--- src/rtl/core/birled_pkg.sv ---
// Shared types and constants of the binary image run-length decoder.
`default_nettype none

package birled_pkg;

    localparam int LEN_WIDTH_DEF   = 24;
    localparam int COUNT_WIDTH_DEF = 32;
    localparam int TOTAL_W         = 24;
    localparam int REP_W           = 22;
    localparam int CFG_ADDR_W      = 3;
    localparam int CFG_DATA_W      = 32;
    localparam int MAX_RESULTS     = 3;

    // Register indexes
    localparam logic REG_PIX_TOTAL = 1'b0;

    // Command codes
    localparam logic CMD_BYTE    = 1'b0;
    localparam logic CMD_RESTART = 1'b1;

    // Encoded byte fields
    localparam int OP_RUN_BIT   = 7;
    localparam int RUN_VAL_BIT  = 6;
    localparam int RUN_MORE_BIT = 5;
    localparam int MORE_BIT     = 7;

    localparam logic [5:0] FIRST_SHIFT = 6'd5;
    localparam logic [5:0] MAX_SHIFT   = 6'd63;

    typedef enum logic {
        PH_OPCODE,
        PH_COUNT
    } phase_t;

    typedef struct packed {
        logic       command;
        logic [7:0] in_byte;
    } in_item_t;

    typedef struct packed {
        logic [7:0]       data;
        logic [REP_W-1:0] rep;
    } result_t;

    typedef struct packed {
        logic [1:0]              count;
        logic                    done;
        result_t [MAX_RESULTS-1:0] slot;
    } bundle_t;

endpackage

`default_nettype wire

--- src/rtl/core/birled_if.sv ---
// Stream channel interfaces for encoded bytes and packed pixel results.
`default_nettype none

interface birled_in_if;
    logic       valid;
    logic       ready;
    logic       command;
    logic [7:0] in_byte;

    modport source (output valid, output command, output in_byte, input ready);
    modport sink   (input valid, input command, input in_byte, output ready);
endinterface

interface birled_out_if;
    logic        valid;
    logic        ready;
    logic [7:0]  out_byte;
    logic [21:0] repeat_count;
    logic        image_done;
    logic        last;

    modport source (output valid, output out_byte, output repeat_count,
                    output image_done, output last, input ready);
    modport sink   (input valid, input out_byte, input repeat_count,
                    input image_done, input last, output ready);
endinterface

`default_nettype wire

--- src/rtl/core/birled_cfg.sv ---
// APB-style configuration register holding the image pixel total.
`default_nettype none

module birled_cfg
    import birled_pkg::*;
(
    input  wire logic                  clk,
    input  wire logic                  rst_n,
    input  wire logic                  psel,
    input  wire logic                  penable,
    input  wire logic                  pwrite,
    input  wire logic [CFG_ADDR_W-1:0] paddr,
    input  wire logic [CFG_DATA_W-1:0] pwdata,
    output logic      [CFG_DATA_W-1:0] prdata,
    output logic                       pready,
    output logic      [TOTAL_W-1:0]    pix_total
);

    logic [TOTAL_W-1:0] total_reg;
    logic               reg_index;
    logic               wr_en;

    assign reg_index = paddr[CFG_ADDR_W-1];
    assign pready    = 1'b1;
    assign wr_en     = psel && penable && pwrite && pready
                       && (reg_index == REG_PIX_TOTAL);

    always_ff @(posedge clk or negedge rst_n)
    begin
        if (!rst_n)
        begin
            total_reg <= '0;
        end
        else if (wr_en)
        begin
            total_reg <= pwdata[TOTAL_W-1:0];
        end
    end

    always_comb
    begin
        if (reg_index == REG_PIX_TOTAL)
        begin
            prdata = CFG_DATA_W'(total_reg);
        end
        else
        begin
            prdata = '0;
        end
    end

    assign pix_total = total_reg;

endmodule

`default_nettype wire

--- src/rtl/core/birled_in_stage.sv ---
// Input register for encoded byte transfers.
`default_nettype none

module birled_in_stage
    import birled_pkg::*;
(
    input  wire logic     clk,
    input  wire logic     rst_n,
    birled_in_if.sink     enc,
    input  wire logic     advance,
    output logic          item_valid,
    output in_item_t      item
);

    logic     valid_reg;
    in_item_t item_reg;
    logic     take;

    assign enc.ready = !valid_reg || advance;
    assign take      = enc.valid && enc.ready;

    always_ff @(posedge clk or negedge rst_n)
    begin
        if (!rst_n)
        begin
            valid_reg <= 1'b0;
        end
        else if (take)
        begin
            valid_reg <= 1'b1;
        end
        else if (advance)
        begin
            valid_reg <= 1'b0;
        end
    end

    always_ff @(posedge clk)
    begin
        if (take)
        begin
            item_reg <= '{command: enc.command, in_byte: enc.in_byte};
        end
    end

    assign item_valid = valid_reg;
    assign item       = item_reg;

endmodule

`default_nettype wire

--- src/rtl/core/birled_decode.sv ---
// Decoder state and single-pass decode of one encoded byte into up to three results.
`default_nettype none

module birled_decode
    import birled_pkg::*;
#(
    parameter int LEN_WIDTH   = LEN_WIDTH_DEF,
    parameter int COUNT_WIDTH = COUNT_WIDTH_DEF
)
(
    input  wire logic               clk,
    input  wire logic               rst_n,
    input  wire logic               load,
    input  wire in_item_t           item,
    input  wire logic [TOTAL_W-1:0] pix_total,
    output bundle_t                 bundle_next
);

    localparam int CMP_W = (COUNT_WIDTH + 1 > LEN_WIDTH) ? COUNT_WIDTH + 1 : LEN_WIDTH;

    phase_t                 phase_reg,        phase_next;
    logic                   run_value_reg,    run_value_next;
    logic [COUNT_WIDTH-1:0] run_length_reg,   run_length_next;
    logic [5:0]             count_shift_reg,  count_shift_next;
    logic [7:0]             partial_byte_reg, partial_byte_next;
    logic [2:0]             filled_bits_reg,  filled_bits_next;
    logic [LEN_WIDTH-1:0]   pixels_out_reg,   pixels_out_next;

    logic [31:0]            total_ext;
    logic [LEN_WIDTH-1:0]   total_len;
    logic [LEN_WIDTH-1:0]   rem;
    logic                   active;
    logic                   restart;
    logic [7:0]             b;

    logic [COUNT_WIDTH-1:0] acc_len;
    logic [6:0]             cs_sum;
    logic [5:0]             cs_sat;
    logic                   do_lit;
    logic                   do_run;
    logic                   run_v;
    logic [COUNT_WIDTH-1:0] run_len_sel;

    logic [CMP_W-1:0]       len_ext;
    logic [CMP_W-1:0]       rem_ext;
    logic [LEN_WIDTH-1:0]   n_run;
    logic [3:0]             room;
    logic [3:0]             head_len;
    logic [3:0]             fill_sum;
    logic [7:0]             head_byte;
    logic                   head_emit;
    logic [LEN_WIDTH-1:0]   n_after;
    logic [31:0]            n_after_ext;
    logic                   fill_emit;
    logic [REP_W-1:0]       fill_rep;
    logic [2:0]             tail_t;

    logic [2:0]             n_lit;
    logic [6:0]             lit_bits;
    logic [15:0]            window;
    logic [3:0]             lit_sum;

    logic [7:0]             partial_mid;
    logic [2:0]             filled_mid;
    logic [LEN_WIDTH-1:0]   pix_mid;
    logic                   a_valid, b_valid, c_valid;
    result_t                a_res,   b_res,   c_res;

    assign b         = item.in_byte;
    assign restart   = (item.command == CMD_RESTART);
    assign total_ext = 32'(pix_total);
    assign total_len = total_ext[LEN_WIDTH-1:0];
    assign active    = pixels_out_reg < total_len;
    assign rem       = total_len - pixels_out_reg;

    assign acc_len = run_length_reg | (COUNT_WIDTH'(b[6:0]) << count_shift_reg);
    assign cs_sum  = {1'b0, count_shift_reg} + 7'd7;
    assign cs_sat  = (cs_sum > {1'b0, MAX_SHIFT}) ? MAX_SHIFT : cs_sum[5:0];

    // Phase sequencing
    always_comb
    begin
        phase_next = phase_reg;
        if (restart)
        begin
            phase_next = PH_OPCODE;
        end
        else if (active)
        begin
            unique case (phase_reg)
                PH_COUNT:
                begin
                    if (!b[MORE_BIT])
                    begin
                        phase_next = PH_OPCODE;
                    end
                end
                PH_OPCODE:
                begin
                    if (b[OP_RUN_BIT] && b[RUN_MORE_BIT])
                    begin
                        phase_next = PH_COUNT;
                    end
                end
                default:
                begin
                    phase_next = PH_OPCODE;
                end
            endcase
        end
    end

    // Count accumulation and path selection
    always_comb
    begin
        run_value_next   = run_value_reg;
        run_length_next  = run_length_reg;
        count_shift_next = count_shift_reg;
        do_lit           = 1'b0;
        do_run           = 1'b0;
        run_v            = b[RUN_VAL_BIT];
        run_len_sel      = COUNT_WIDTH'(b[4:0]);
        if (restart)
        begin
            run_value_next   = 1'b0;
            run_length_next  = '0;
            count_shift_next = '0;
        end
        else if (active)
        begin
            unique case (phase_reg)
                PH_COUNT:
                begin
                    run_length_next  = acc_len;
                    count_shift_next = cs_sat;
                    run_v            = run_value_reg;
                    run_len_sel      = acc_len;
                    do_run           = !b[MORE_BIT];
                end
                PH_OPCODE:
                begin
                    if (!b[OP_RUN_BIT])
                    begin
                        do_lit = 1'b1;
                    end
                    else
                    begin
                        run_value_next  = b[RUN_VAL_BIT];
                        run_length_next = COUNT_WIDTH'(b[4:0]);
                        if (b[RUN_MORE_BIT])
                        begin
                            count_shift_next = FIRST_SHIFT;
                        end
                        else
                        begin
                            do_run = 1'b1;
                        end
                    end
                end
                default:
                begin
                    do_lit = 1'b0;
                end
            endcase
        end
    end

    // Run path: head of the partial byte, fill bytes, tail bits
    assign len_ext   = CMP_W'(run_len_sel) + CMP_W'(8);
    assign rem_ext   = CMP_W'(rem);
    assign n_run     = (len_ext < rem_ext) ? len_ext[LEN_WIDTH-1:0] : rem;
    assign room      = 4'd8 - {1'b0, filled_bits_reg};

    always_comb
    begin
        if (filled_bits_reg == 3'd0)
        begin
            head_len = 4'd0;
        end
        else if (n_run >= LEN_WIDTH'(room))
        begin
            head_len = room;
        end
        else
        begin
            head_len = n_run[3:0];
        end
    end

    assign fill_sum    = {1'b0, filled_bits_reg} + head_len;
    assign head_byte   = partial_byte_reg
                         | (run_v ? ((8'hFF >> filled_bits_reg) & ~(8'hFF >> fill_sum))
                                  : 8'h00);
    assign head_emit   = (fill_sum == 4'd8);
    assign n_after     = n_run - LEN_WIDTH'(head_len);
    assign n_after_ext = 32'(n_after);
    assign fill_emit   = (n_after[LEN_WIDTH-1:3] != '0);
    assign fill_rep    = n_after_ext[REP_W+2:3];
    assign tail_t      = n_after[2:0];

    // Literal path
    assign n_lit    = (rem < LEN_WIDTH'(7)) ? rem[2:0] : 3'd7;
    assign lit_bits = b[6:0] & ~(7'h7F >> n_lit);
    assign window   = {partial_byte_reg, 8'h00} | ({lit_bits, 9'b0} >> filled_bits_reg);
    assign lit_sum  = {1'b0, filled_bits_reg} + {1'b0, n_lit};

    always_comb
    begin
        partial_mid = partial_byte_reg;
        filled_mid  = filled_bits_reg;
        pix_mid     = pixels_out_reg;
        a_valid     = 1'b0;
        b_valid     = 1'b0;
        c_valid     = 1'b0;
        a_res       = '{data: window[15:8], rep: REP_W'(1)};
        b_res       = '{data: (run_v ? 8'hFF : 8'h00), rep: fill_rep};
        c_res       = '{data: 8'h00, rep: REP_W'(1)};

        if (do_lit)
        begin
            pix_mid    = pixels_out_reg + LEN_WIDTH'(n_lit);
            a_valid    = lit_sum[3];
            filled_mid = lit_sum[2:0];
            if (lit_sum[3])
            begin
                partial_mid = window[7:0];
            end
            else
            begin
                partial_mid = window[15:8];
            end
        end
        else if (do_run)
        begin
            pix_mid = pixels_out_reg + n_run;
            a_valid = head_emit;
            a_res   = '{data: head_byte, rep: REP_W'(1)};
            b_valid = fill_emit;
            if (head_emit || (filled_bits_reg == 3'd0))
            begin
                partial_mid = run_v ? ~(8'hFF >> tail_t) : 8'h00;
                filled_mid  = tail_t;
            end
            else
            begin
                partial_mid = head_byte;
                filled_mid  = fill_sum[2:0];
            end
        end

        partial_byte_next = partial_mid;
        filled_bits_next  = filled_mid;
        pixels_out_next   = pix_mid;

        // Flush the last partial byte once the image is complete
        if ((pix_mid >= total_len) && (filled_mid != 3'd0))
        begin
            c_valid           = 1'b1;
            c_res             = '{data: partial_mid, rep: REP_W'(1)};
            partial_byte_next = 8'h00;
            filled_bits_next  = 3'd0;
        end

        if (restart)
        begin
            a_valid           = 1'b0;
            b_valid           = 1'b0;
            c_valid           = 1'b0;
            partial_byte_next = 8'h00;
            filled_bits_next  = 3'd0;
            pixels_out_next   = '0;
        end
    end

    // Pack results in order
    always_comb
    begin
        bundle_next.count   = 2'({1'b0, a_valid} + {1'b0, b_valid} + {1'b0, c_valid});
        bundle_next.done    = (pixels_out_next >= total_len) && !restart;
        bundle_next.slot[2] = c_res;
        bundle_next.slot[1] = (a_valid && b_valid) ? b_res : c_res;
        if (a_valid)
        begin
            bundle_next.slot[0] = a_res;
        end
        else if (b_valid)
        begin
            bundle_next.slot[0] = b_res;
        end
        else
        begin
            bundle_next.slot[0] = c_res;
        end
    end

    always_ff @(posedge clk or negedge rst_n)
    begin
        if (!rst_n)
        begin
            phase_reg        <= PH_OPCODE;
            run_value_reg    <= 1'b0;
            run_length_reg   <= '0;
            count_shift_reg  <= '0;
            partial_byte_reg <= '0;
            filled_bits_reg  <= '0;
            pixels_out_reg   <= '0;
        end
        else if (load)
        begin
            phase_reg        <= phase_next;
            run_value_reg    <= run_value_next;
            run_length_reg   <= run_length_next;
            count_shift_reg  <= count_shift_next;
            partial_byte_reg <= partial_byte_next;
            filled_bits_reg  <= filled_bits_next;
            pixels_out_reg   <= pixels_out_next;
        end
    end

    a_restart_clears: assert property (@(posedge clk) disable iff (!rst_n)
        load && (item.command == CMD_RESTART)
        |=> (pixels_out_reg == '0) && (filled_bits_reg == 3'd0) && (phase_reg == PH_OPCODE))
        else $error("restart left decoder state behind");

    a_unfilled_zero: assert property (@(posedge clk) disable iff (!rst_n)
        (partial_byte_reg & (8'hFF >> filled_bits_reg)) == 8'h00)
        else $error("unfilled bits of partial byte are set");

endmodule

`default_nettype wire

--- src/rtl/core/birled_out_stage.sv ---
// Result register that hands out up to three results of one byte, one per transfer.
`default_nettype none

module birled_out_stage
    import birled_pkg::*;
(
    input  wire logic     clk,
    input  wire logic     rst_n,
    input  wire logic     load,
    input  wire bundle_t  bundle_next,
    output logic          can_load,
    birled_out_if.source  pix
);

    logic [1:0]                count_reg;
    logic                      done_reg;
    logic [1:0]                idx_reg;
    result_t [MAX_RESULTS-1:0] slot_reg;
    result_t                   cur;
    logic                      is_last;
    logic                      transfer;

    assign is_last  = (idx_reg == count_reg - 2'd1);
    assign transfer = pix.valid && pix.ready;
    assign can_load = (count_reg == 2'd0) || (transfer && is_last);
    assign cur      = slot_reg[idx_reg];

    assign pix.valid        = (count_reg != 2'd0);
    assign pix.out_byte     = cur.data;
    assign pix.repeat_count = cur.rep;
    assign pix.image_done   = done_reg && is_last;
    assign pix.last         = is_last;

    always_ff @(posedge clk or negedge rst_n)
    begin
        if (!rst_n)
        begin
            count_reg <= 2'd0;
            done_reg  <= 1'b0;
            idx_reg   <= 2'd0;
        end
        else if (load)
        begin
            count_reg <= bundle_next.count;
            done_reg  <= bundle_next.done;
            idx_reg   <= 2'd0;
        end
        else if (transfer)
        begin
            if (is_last)
            begin
                count_reg <= 2'd0;
                idx_reg   <= 2'd0;
            end
            else
            begin
                idx_reg <= idx_reg + 2'd1;
            end
        end
    end

    always_ff @(posedge clk)
    begin
        if (load)
        begin
            slot_reg <= bundle_next.slot;
        end
    end

    a_idx_in_range: assert property (@(posedge clk) disable iff (!rst_n)
        (count_reg != 2'd0) |-> (idx_reg < count_reg))
        else $error("result index beyond held results");

    a_load_starts: assert property (@(posedge clk) disable iff (!rst_n)
        load && (bundle_next.count != 2'd0) |=> pix.valid && (idx_reg == 2'd0))
        else $error("loaded results not presented from the first");

    a_last_drains: assert property (@(posedge clk) disable iff (!rst_n)
        transfer && is_last && !load |=> !pix.valid)
        else $error("results remain after the final transfer");

endmodule

`default_nettype wire

--- src/rtl/core/binary_image_rle_decoder_unit.sv ---
// Top level of the binary image run-length decoder.
// Decodes a 1 bit per pixel run-length stream, one encoded byte per cycle while the result
// port keeps up, into packed pixel bytes given as (byte, repeat count) results. A byte is
// held in the input register, decoded combinationally and its results (none to three) loaded
// into the result register, which gives them out on the single result port one per transfer.
// A byte giving r results holds the result port until all r are taken, so throughput is one
// byte per cycle while each byte gives at most one result and the receiver is ready. Set the
// pixel total register while idle, then send a restart command before each image.
`default_nettype none

module binary_image_rle_decoder_unit
    import birled_pkg::*;
#(
    parameter int LEN_WIDTH   = LEN_WIDTH_DEF,
    parameter int COUNT_WIDTH = COUNT_WIDTH_DEF
)
(
    input  wire logic                  clk,
    input  wire logic                  rst_n,
    birled_in_if.sink                  enc,
    birled_out_if.source               pix,
    input  wire logic                  psel,
    input  wire logic                  penable,
    input  wire logic                  pwrite,
    input  wire logic [CFG_ADDR_W-1:0] paddr,
    input  wire logic [CFG_DATA_W-1:0] pwdata,
    output logic      [CFG_DATA_W-1:0] prdata,
    output logic                       pready
);

    logic               item_valid;
    in_item_t           item;
    logic               can_load;
    logic               advance;
    bundle_t            bundle_next;
    logic [TOTAL_W-1:0] pix_total;

    assign advance = item_valid && can_load;

    birled_cfg u_cfg (
        .clk       (clk),
        .rst_n     (rst_n),
        .psel      (psel),
        .penable   (penable),
        .pwrite    (pwrite),
        .paddr     (paddr),
        .pwdata    (pwdata),
        .prdata    (prdata),
        .pready    (pready),
        .pix_total (pix_total)
    );

    birled_in_stage u_in (
        .clk        (clk),
        .rst_n      (rst_n),
        .enc        (enc),
        .advance    (advance),
        .item_valid (item_valid),
        .item       (item)
    );

    birled_decode #(
        .LEN_WIDTH   (LEN_WIDTH),
        .COUNT_WIDTH (COUNT_WIDTH)
    ) u_decode (
        .clk         (clk),
        .rst_n       (rst_n),
        .load        (advance),
        .item        (item),
        .pix_total   (pix_total),
        .bundle_next (bundle_next)
    );

    birled_out_stage u_out (
        .clk         (clk),
        .rst_n       (rst_n),
        .load        (advance),
        .bundle_next (bundle_next),
        .can_load    (can_load),
        .pix         (pix)
    );

endmodule

`default_nettype wire

--- src/flat_wrapper.sv ---
// flat-port wrapper written by rule: the top's interface ports become plain ports
module binary_image_rle_decoder_unit_flat import birled_pkg::*;
#(
    parameter int LEN_WIDTH   = LEN_WIDTH_DEF,
    parameter int COUNT_WIDTH = COUNT_WIDTH_DEF
)
  (clk, rst_n, psel, penable, pwrite, paddr, pwdata, prdata, pready, enc_valid, enc_command, enc_in_byte, enc_ready, pix_valid, pix_out_byte, pix_repeat_count, pix_image_done, pix_last, pix_ready);
  birled_in_if enc_i ();
  birled_out_if pix_i ();
  input  wire logic clk;
  input  wire logic rst_n;
  input  wire logic psel;
  input  wire logic penable;
  input  wire logic pwrite;
  input  wire logic [CFG_ADDR_W-1:0] paddr;
  input  wire logic [CFG_DATA_W-1:0] pwdata;
  output logic      [CFG_DATA_W-1:0] prdata;
  output logic pready;
  input wire logic [$bits(enc_i.valid)-1:0] enc_valid;
  input wire logic [$bits(enc_i.command)-1:0] enc_command;
  input wire logic [$bits(enc_i.in_byte)-1:0] enc_in_byte;
  output wire logic [$bits(enc_i.ready)-1:0] enc_ready;
  output wire logic [$bits(pix_i.valid)-1:0] pix_valid;
  output wire logic [$bits(pix_i.out_byte)-1:0] pix_out_byte;
  output wire logic [$bits(pix_i.repeat_count)-1:0] pix_repeat_count;
  output wire logic [$bits(pix_i.image_done)-1:0] pix_image_done;
  output wire logic [$bits(pix_i.last)-1:0] pix_last;
  input wire logic [$bits(pix_i.ready)-1:0] pix_ready;
  assign enc_i.valid = enc_valid;
  assign enc_i.command = enc_command;
  assign enc_i.in_byte = enc_in_byte;
  assign enc_ready = enc_i.ready;
  assign pix_valid = pix_i.valid;
  assign pix_out_byte = pix_i.out_byte;
  assign pix_repeat_count = pix_i.repeat_count;
  assign pix_image_done = pix_i.image_done;
  assign pix_last = pix_i.last;
  assign pix_i.ready = pix_ready;
  binary_image_rle_decoder_unit #(.LEN_WIDTH(LEN_WIDTH), .COUNT_WIDTH(COUNT_WIDTH)) u_core (.clk(clk), .rst_n(rst_n), .enc(enc_i), .pix(pix_i), .psel(psel), .penable(penable), .pwrite(pwrite), .paddr(paddr), .pwdata(pwdata), .prdata(prdata), .pready(pready));
endmodule
--- config.mk ---
export PLATFORM = sky130hd
export DESIGN_NAME = binary_image_rle_decoder_unit_flat
export DESIGN_NICKNAME = d
export VERILOG_FILES = /design/src/rtl/core/birled_pkg.sv /design/src/rtl/core/birled_if.sv /design/src/rtl/core/birled_cfg.sv /design/src/rtl/core/birled_in_stage.sv /design/src/rtl/core/birled_decode.sv /design/src/rtl/core/birled_out_stage.sv /design/src/rtl/core/binary_image_rle_decoder_unit.sv /design/src/flat_wrapper.sv
export SDC_FILE = /design/constraint.sdc
export NUM_CORES = 1
export LEC_CHECK = 0
export BUFFER_PORTS_ARGS = -buffer_cell sky130_fd_sc_hd__buf_2
export CAP_MARGIN = 20
export CORE_MARGIN = 4
export CORE_UTILIZATION = 43
export CTS_BUF_LIST = sky130_fd_sc_hd__clkbuf_2 sky130_fd_sc_hd__clkbuf_4 sky130_fd_sc_hd__clkbuf_8
export DETAILED_ROUTE_END_ITERATION = 16
export PLACE_DENSITY = 0.7
export SLEW_MARGIN = 20
export SYNTH_ARGS = -nofsm -noshare
export SYNTH_HDL_FRONTEND = slang
export SYNTH_SLANG_ARGS = --single-unit
--- constraint.sdc ---
create_clock -name clk -period 15.67 [get_ports clk]
set_clock_uncertainty 0.15 [all_clocks]
set_input_delay 1.567 -clock clk [delete_from_list [all_inputs] [get_ports clk]]
set_output_delay 1.567 -clock clk [all_outputs]
set_load 0.05 [all_outputs]
==> results of run 1 <==
cell type report:
type | instances | area, µm²
Multi-Input combinational cell | 1789 | 12200
Timing Repair Buffer | 122 | 676
Clock inverter | 15 | 150
Clock buffer | 17 | 234
Tap cell | 532 | 666
Fill cell | 4072 | 21900
Antenna cell | 1 | 2.50
Sequential cell | 180 | 4880
Inverter | 132 | 497
Yosys cell counts, types with 16 or more instances:
cell type	instances
a211oi_1	17
a21o_1	56
a21oi_1	156
a31oi_1	17
and2_1	45
and3_1	18
buf_2	17
clkbuf_1	70
dfrtp_1	105
edfxtp_1	75
ha_1	142
inv_1	125
mux2_2	41
mux2i_1	70
nand2_1	189
nand2b_1	34
nand3_1	45
nand4_1	34
nor2_1	236
nor2b_1	34
nor3_1	52
nor4_1	27
o211ai_1	16
o21ai_0	139
o31ai_1	33
or3_1	17
xnor2_1	53
xor2_1	26
worst max-delay path by stage:
stage	from	end	slack, ns	depth (start not counted)
2_1_floorplan	u_core.u_cfg.pix_total[0]	u_core.u_out.count_reg[0]	3.57	62
3_3_place_gp	u_core.u_cfg.pix_total[0]	u_core.u_out.slot_reg[54]	2.04	56
3_5_place_dp	u_core.u_decode.pixels_out_reg[15]	u_core.u_out.count_reg[0]	1.94	51
4_1_cts	u_core.u_decode.pixels_out_reg[15]	u_core.u_out.count_reg[0]	1.89	51
5_1_grt	u_core.u_decode.pixels_out_reg[15]	u_core.u_out.slot_reg[1]	0.66	52
6_report	u_core.u_decode.pixels_out_reg[15]	u_core.u_out.count_reg[0]	1.64	51
worst max-delay path, delay by kind of cell (launching register included):
kind,cells,cell delay (ns)
XOR/XNOR,1,0.36
adder cells (fa/ha/maj),6,2.18
AND/OR/NAND/NOR,25,6.39
AO/OA/AOI/OAI,12,2.86
multiplexers,2,0.75
buffers and inverters,5,0.66
flip-flops,1,0.51
cell usage in the layout (no fill, tap or decap), drive strengths merged, types with 18 or more instances in the layout:
| cell | instances |
|---|---|
| mux2i | 72 |
| and3 | 18 |
| nor4 | 31 |
| nor2 | 237 |
| xor2 | 26 |
| nand3 | 45 |
| o31ai | 34 |
| edfxtp | 75 |
| and2 | 47 |
| nor3 | 58 |
| inv | 132 |
| o21ai | 148 |
| nand4 | 35 |
| nand2 | 190 |
| ha | 142 |
| mux2 | 43 |
| nor2b | 34 |
| dfrtp | 105 |
| buf | 122 |
| a21o | 56 |
| a21oi | 160 |
| a31oi | 18 |
| nand2b | 34 |
| xnor2 | 53 |
cells by family (layout without fill, tap and decap cells):
logic type | count (synthesis) | in the layout | share of synthesized area
other | 2 | 11 | 0.000415
AO/OA/AOI/OAI | 629 | 629 | 0.232
XOR/XNOR | 79 | 79 | 0.0382
AND/OR/NAND/NOR | 804 | 804 | 0.223
buffers and inverters | 251 | 286 | 0.0590
multiplexers | 118 | 118 | 0.0719
flip-flops | 180 | 180 | 0.270
adder cells (fa/ha/maj) | 149 | 149 | 0.106
metrics by stage:
stage               cell area [µm²]  hold slack (ns)  setup slack [ns]
floorplan                     18100            0.289              3.57
global placement              18900            0.305              2.04
detailed placement            18900            0.316              1.94
CTS                           19300            0.339              1.89
global route                  19300            0.361             0.664
finish                        19300            0.339              1.64
power by group through the flow:
stage	clock network, mW	registers, mW	logic (mW)
floorplan	0	0.711	2.11
global placement	0	0.783	2.71
detailed placement	0	0.789	2.76
CTS	0.331	0.780	2.77
global route	0.348	0.801	3.09
finish	0.321	0.785	2.82
layer usage:
layer / routed length (µm) / share of wire
met1: 24800 / 0.44
met2: 26100 / 0.46
met3: 4190 / 0.074
met4: 1680 / 0.030
met5: 0 / 0
==> qor.yml, run 1 <==
outcome: "completed"
power_frac_clock: 0.082
p_seq_frac: 0.200
endpoint_kind: "flop"
crit_path_start_kind: "flop"
post-place-cells: 2755
largest_reg_flops: 66
cts_setup_buffers: 0
use_met2: 0.402
synth_area_um2: 18100
antenna_found_initial: 0
die_h_um: 213
slew_headroom: 0.337
first_iter_violations: 1760
crit_slowest_cell: "nor4_4"
grt_pass1_vias: 16400
min_path_type: "flop to flop"
ff2ff_setup_slack_ns: 1.64
htreeDepth: 4
hold-path-endpoint: "u_core.u_decode.run_length_reg[28]"
drc: 0
crit_top_cell: "nand4_1"
ctsHoldBuffers: 0
setup_viol: 0
setup_tns_ns: 0
crit_path_max_fanout: 13
cp.arrival_ns: 14.35
grt_overflow: 0
grt_max_degree: 74
clock-sinks: 180
grt_pass1_wl_um: 89900
p_switching_mw: 2.22
p_leak_nw: 8.38
avgSynthCellArea_um2: 8.19
layout-drive-gt1-share: 0.115
power.share.switching: 0.565
synth_top_area_frac: 0.145
r2r_end: "u_core.u_out.count_reg[0]"
gr-usage-met3: 0.0508
fin_cells: 2788
path_clk_slew_ns: 0.11
worst_pin_slew_ns: 0.994
final_util: 0.469
internal_power_mw: 1.71
hold_start: "u_core.u_decode.run_length_reg[28]"
p_total_mw: 3.93
clkLatencyLatePin_ns: 0.58
critPathRequiredTime_ns: 15.99
vias: 17100
cts-resized-gates: 0
io_pins: 118
rsz0062_at_grt: "false"
r2r-start: "u_core.u_decode.pixels_out_reg[15]"
yosysWarningCount: 0
max_stage_delay_ns: 0.70
synth_top_area_cell: "dfrtp_1"
ir_drop_mv: 0.0936
ys.flop_type: "dfrtp_1"
power_frac_comb: 0.718
start_util: 0.439
hold_depth: 2
place_hpwl_um: 43700
netlist_top_cells_area: "dfrtp_1 (15%), edfxtp_1 (12%), ha_1 (9.8%)"
yosysUniqueCellTypes: 111
rr_worst_depth: 51
busiest_layer: "met2"
min_period_ns: 14.03
postRouteAntennaNets: 0
worstSetupPathType: "flop to flop"
power_density_nw_per_um2: 203
detail_route.wl_per_cell_um: 20.4
root_buffer: "clkbuf_8"
hold_viol_final: 0
async_reset_ff_frac: 0.583
synth_seq_cells: 180
cts_max_path_buffers: 2
min_period_over_period: 0.895
track_usage: 0.248
fp.dieW_um: 213
maxCapViolations: 0
routed_via_density: 6.13
gp_congestion: 1.00
synthToLayoutAreaGrowth_pct: 6.69
cts_made_buffers: 17
firstDrtPassIters: 5
portBuffers: 97
routed_wl_um: 56800
synth_edf_count: 75
fmax_mhz: 71.3
synthCells: 2212
dieArea_um2: 45500
cts_tree: "yes"
drv_slew: 0
core-area_um2: 41200
grt_util_met1: 0.331
fin_nets: 2442
placementRows: 74
ys_seq_area_frac: 0.270
(Power assumes the default switching activity.)
==> run 2, diff against run 1 <==
--- a/config.mk
+++ b/config.mk
@@ -11,7 +11,6 @@
 export CORE_UTILIZATION = 43
 export CTS_BUF_LIST = sky130_fd_sc_hd__clkbuf_2 sky130_fd_sc_hd__clkbuf_4 sky130_fd_sc_hd__clkbuf_8
 export DETAILED_ROUTE_END_ITERATION = 16
-export PLACE_DENSITY = 0.7
 export SLEW_MARGIN = 20
 export SYNTH_ARGS = -nofsm -noshare
 export SYNTH_HDL_FRONTEND = slang
==> qor.yml, run 2 (synthesis gave the netlist of run 1 again) <==
outcome: "completed"  # unchanged
final_util: 0.469  # about the same
root_buffer: "clkbuf_8"  # unchanged
htreeDepth: 4  # unchanged
min_period_ns: 14.35  # was 14.03 ns
setup_tns_ns: 0  # unchanged
core-area_um2: 41200  # unchanged
crit_slowest_cell: "nor4_1"  # was nor4_4
worstSetupPathType: "flop to flop"  # unchanged
p_total_mw: 3.97  # was 3.93 mW
firstDrtPassIters: 5  # unchanged
cts_tree: "yes"  # unchanged
ir_drop_mv: 0.0968  # was 0.0936 mV
busiest_layer: "met2"  # unchanged
fmax_mhz: 69.7  # was 71.3 MHz
max_stage_delay_ns: 0.62  # was 0.70 ns
final_common_cell: "nor2_1"  # unchanged
antenna_found_initial: 1  # was 0
layout_common_cells: "nor2_1 (235), nand2_1 (189), a21oi_1 (156)"  # was nor2_1 (236), nand2_1 (189), a21oi_1 (156)
hold_start: "u_core.u_decode.run_length_reg[31]"  # was u_core.u_decode.run_length_reg[28]
antenna_cells: 0  # was 1
crit_path_start_kind: "flop"  # unchanged
power_density_nw_per_um2: 205  # was 203 nW/µm²
grt_pass1_vias: 16200  # was 16400
crit_path_max_fanout: 26  # was 13
clock-sinks: 180  # unchanged
grt_overflow: 0  # unchanged
endpoint_kind: "flop"  # unchanged
ctsHoldBuffers: 0  # unchanged
worst_pin_slew_ns: 1.09  # was 0.994 ns
start_util: 0.439  # unchanged
crit_start: "u_core.u_decode.pixels_out_reg[15]"  # unchanged
slew_headroom: 0.253  # was 0.337
cts_made_buffers: 17  # unchanged
die_h_um: 213  # unchanged
gp_congestion: 0.961  # was 1.00
vias: 17100  # about the same
routed_via_density: 6.14  # was 6.13
cts_max_path_buffers: 2  # unchanged
use_met2: 0.428  # was 0.402
rsz0062_at_grt: "false"  # unchanged
detail_route.wl_per_cell_um: 21.3  # was 20.4 µm
fp.dieW_um: 213  # unchanged
critPathRequiredTime_ns: 15.84  # was 15.99 ns
path_clk_slew_ns: 0.10  # was 0.11 ns
io_pins: 118  # unchanged
grt_util_met1: 0.358  # was 0.331
postRouteAntennaNets: 0  # unchanged
setup_viol: 0  # unchanged
crit_top_cell: "nand4_1"  # unchanged
synthToLayoutAreaGrowth_pct: 6.82  # was 6.69%
grt_max_degree: 75  # was 74
largest_reg_flops: 66  # unchanged
clkLatencyLatePin_ns: 0.58  # about the same
layout-drive-gt1-share: 0.116  # was 0.115
min_path_type: "flop to flop"  # unchanged
drc: 0  # unchanged
p_leak_nw: 8.40  # was 8.38 nW
cp.arrival_ns: 14.51  # was 14.35 ns
first_iter_violations: 1614  # was 1760
placementRows: 74  # unchanged
place_hpwl_um: 45800  # was 43700 µm
portBuffers: 97  # unchanged
routed_wl_um: 59400  # was 56800 µm
drv_slew: 0  # unchanged
cts_setup_buffers: 0  # unchanged
min_period_over_period: 0.916  # was 0.895
track_usage: 0.260  # was 0.248
fin_nets: 2443  # was 2442
cts-resized-gates: 0  # unchanged
maxCapViolations: 0  # unchanged
gr-usage-met3: 0.0311  # was 0.0508
grt_pass1_wl_um: 92800  # was 89900 µm
r2r-start: "u_core.u_decode.pixels_out_reg[15]"  # unchanged
dieArea_um2: 45500  # unchanged
hold_viol_final: 0  # unchanged
[run 2: layout make-up]
type                       instances  area (µm²)
fill                            4080       21900
multi-input combinational       1789       12200
sequential                       180        4880
timing repair buffer             123         683
tap                              532         666
inverter                         132         498
clock buffer                      19         255
clock inverter                    13         144
[run 2: routing by layer]
| layer | wire length (µm) | vias up |
|---|---|---|
| met5 | 0 | - |
| met4 | 1460 | 0 |
| met3 | 3250 | 83 |
| met2 | 27800 | 582 |
| met1 | 26900 | 8291 |
| li1 | - | 8169 |
[run 2: worst paths after layout]
path	slack, ns	end	cells after the start
max in group asynchronous	13.19	u_core.u_cfg.pix_total[16]	2
min in group asynchronous	0.93	u_core.u_in.item_valid	1
setup / recovery	1.32	u_core.u_out.slot_reg[58]	54
hold reg to reg	0.34	u_core.u_decode.run_length_reg[31]	2
hold / removal	0.34	u_core.u_decode.run_length_reg[31]	2
setup reg to reg	1.32	u_core.u_out.slot_reg[58]	54
[run 2: stage by stage]
stage | area, µm² | hold WS (ns) | worst slack (ns) | std cells
2_1_floorplan | 18100 | 0.289 | 3.57 | 2220
3_3_place_gp | 18900 | 0.310 | 1.82 | 2756
3_5_place_dp | 18900 | 0.322 | 1.59 | 2756
4_1_cts | 19300 | 0.347 | 1.54 | 2788
5_1_grt | 19300 | 0.370 | 0.246 | 2788
6_report | 19300 | 0.341 | 1.32 | 2788
[run 2: power breakdown]
part | switching [mW] | internal (mW) | leakage, nW
Sequential | 0.155 | 0.634 | 2.14
Clock | 0.208 | 0.138 | 0.201
Combinational | 1.88 | 0.961 | 6.06
Total | 2.24 | 1.73 | 8.40
[run 2: critical path, delay by kind of cell (launching register included)]
kind | cells | cell delay [ns]
AND/OR/NAND/NOR | 26 | 5.82
AO/OA/AOI/OAI | 14 | 3.90
adder cells (fa/ha/maj) | 6 | 1.73
multiplexers | 3 | 1.17
buffers and inverters | 5 | 0.77
flip-flops | 1 | 0.51
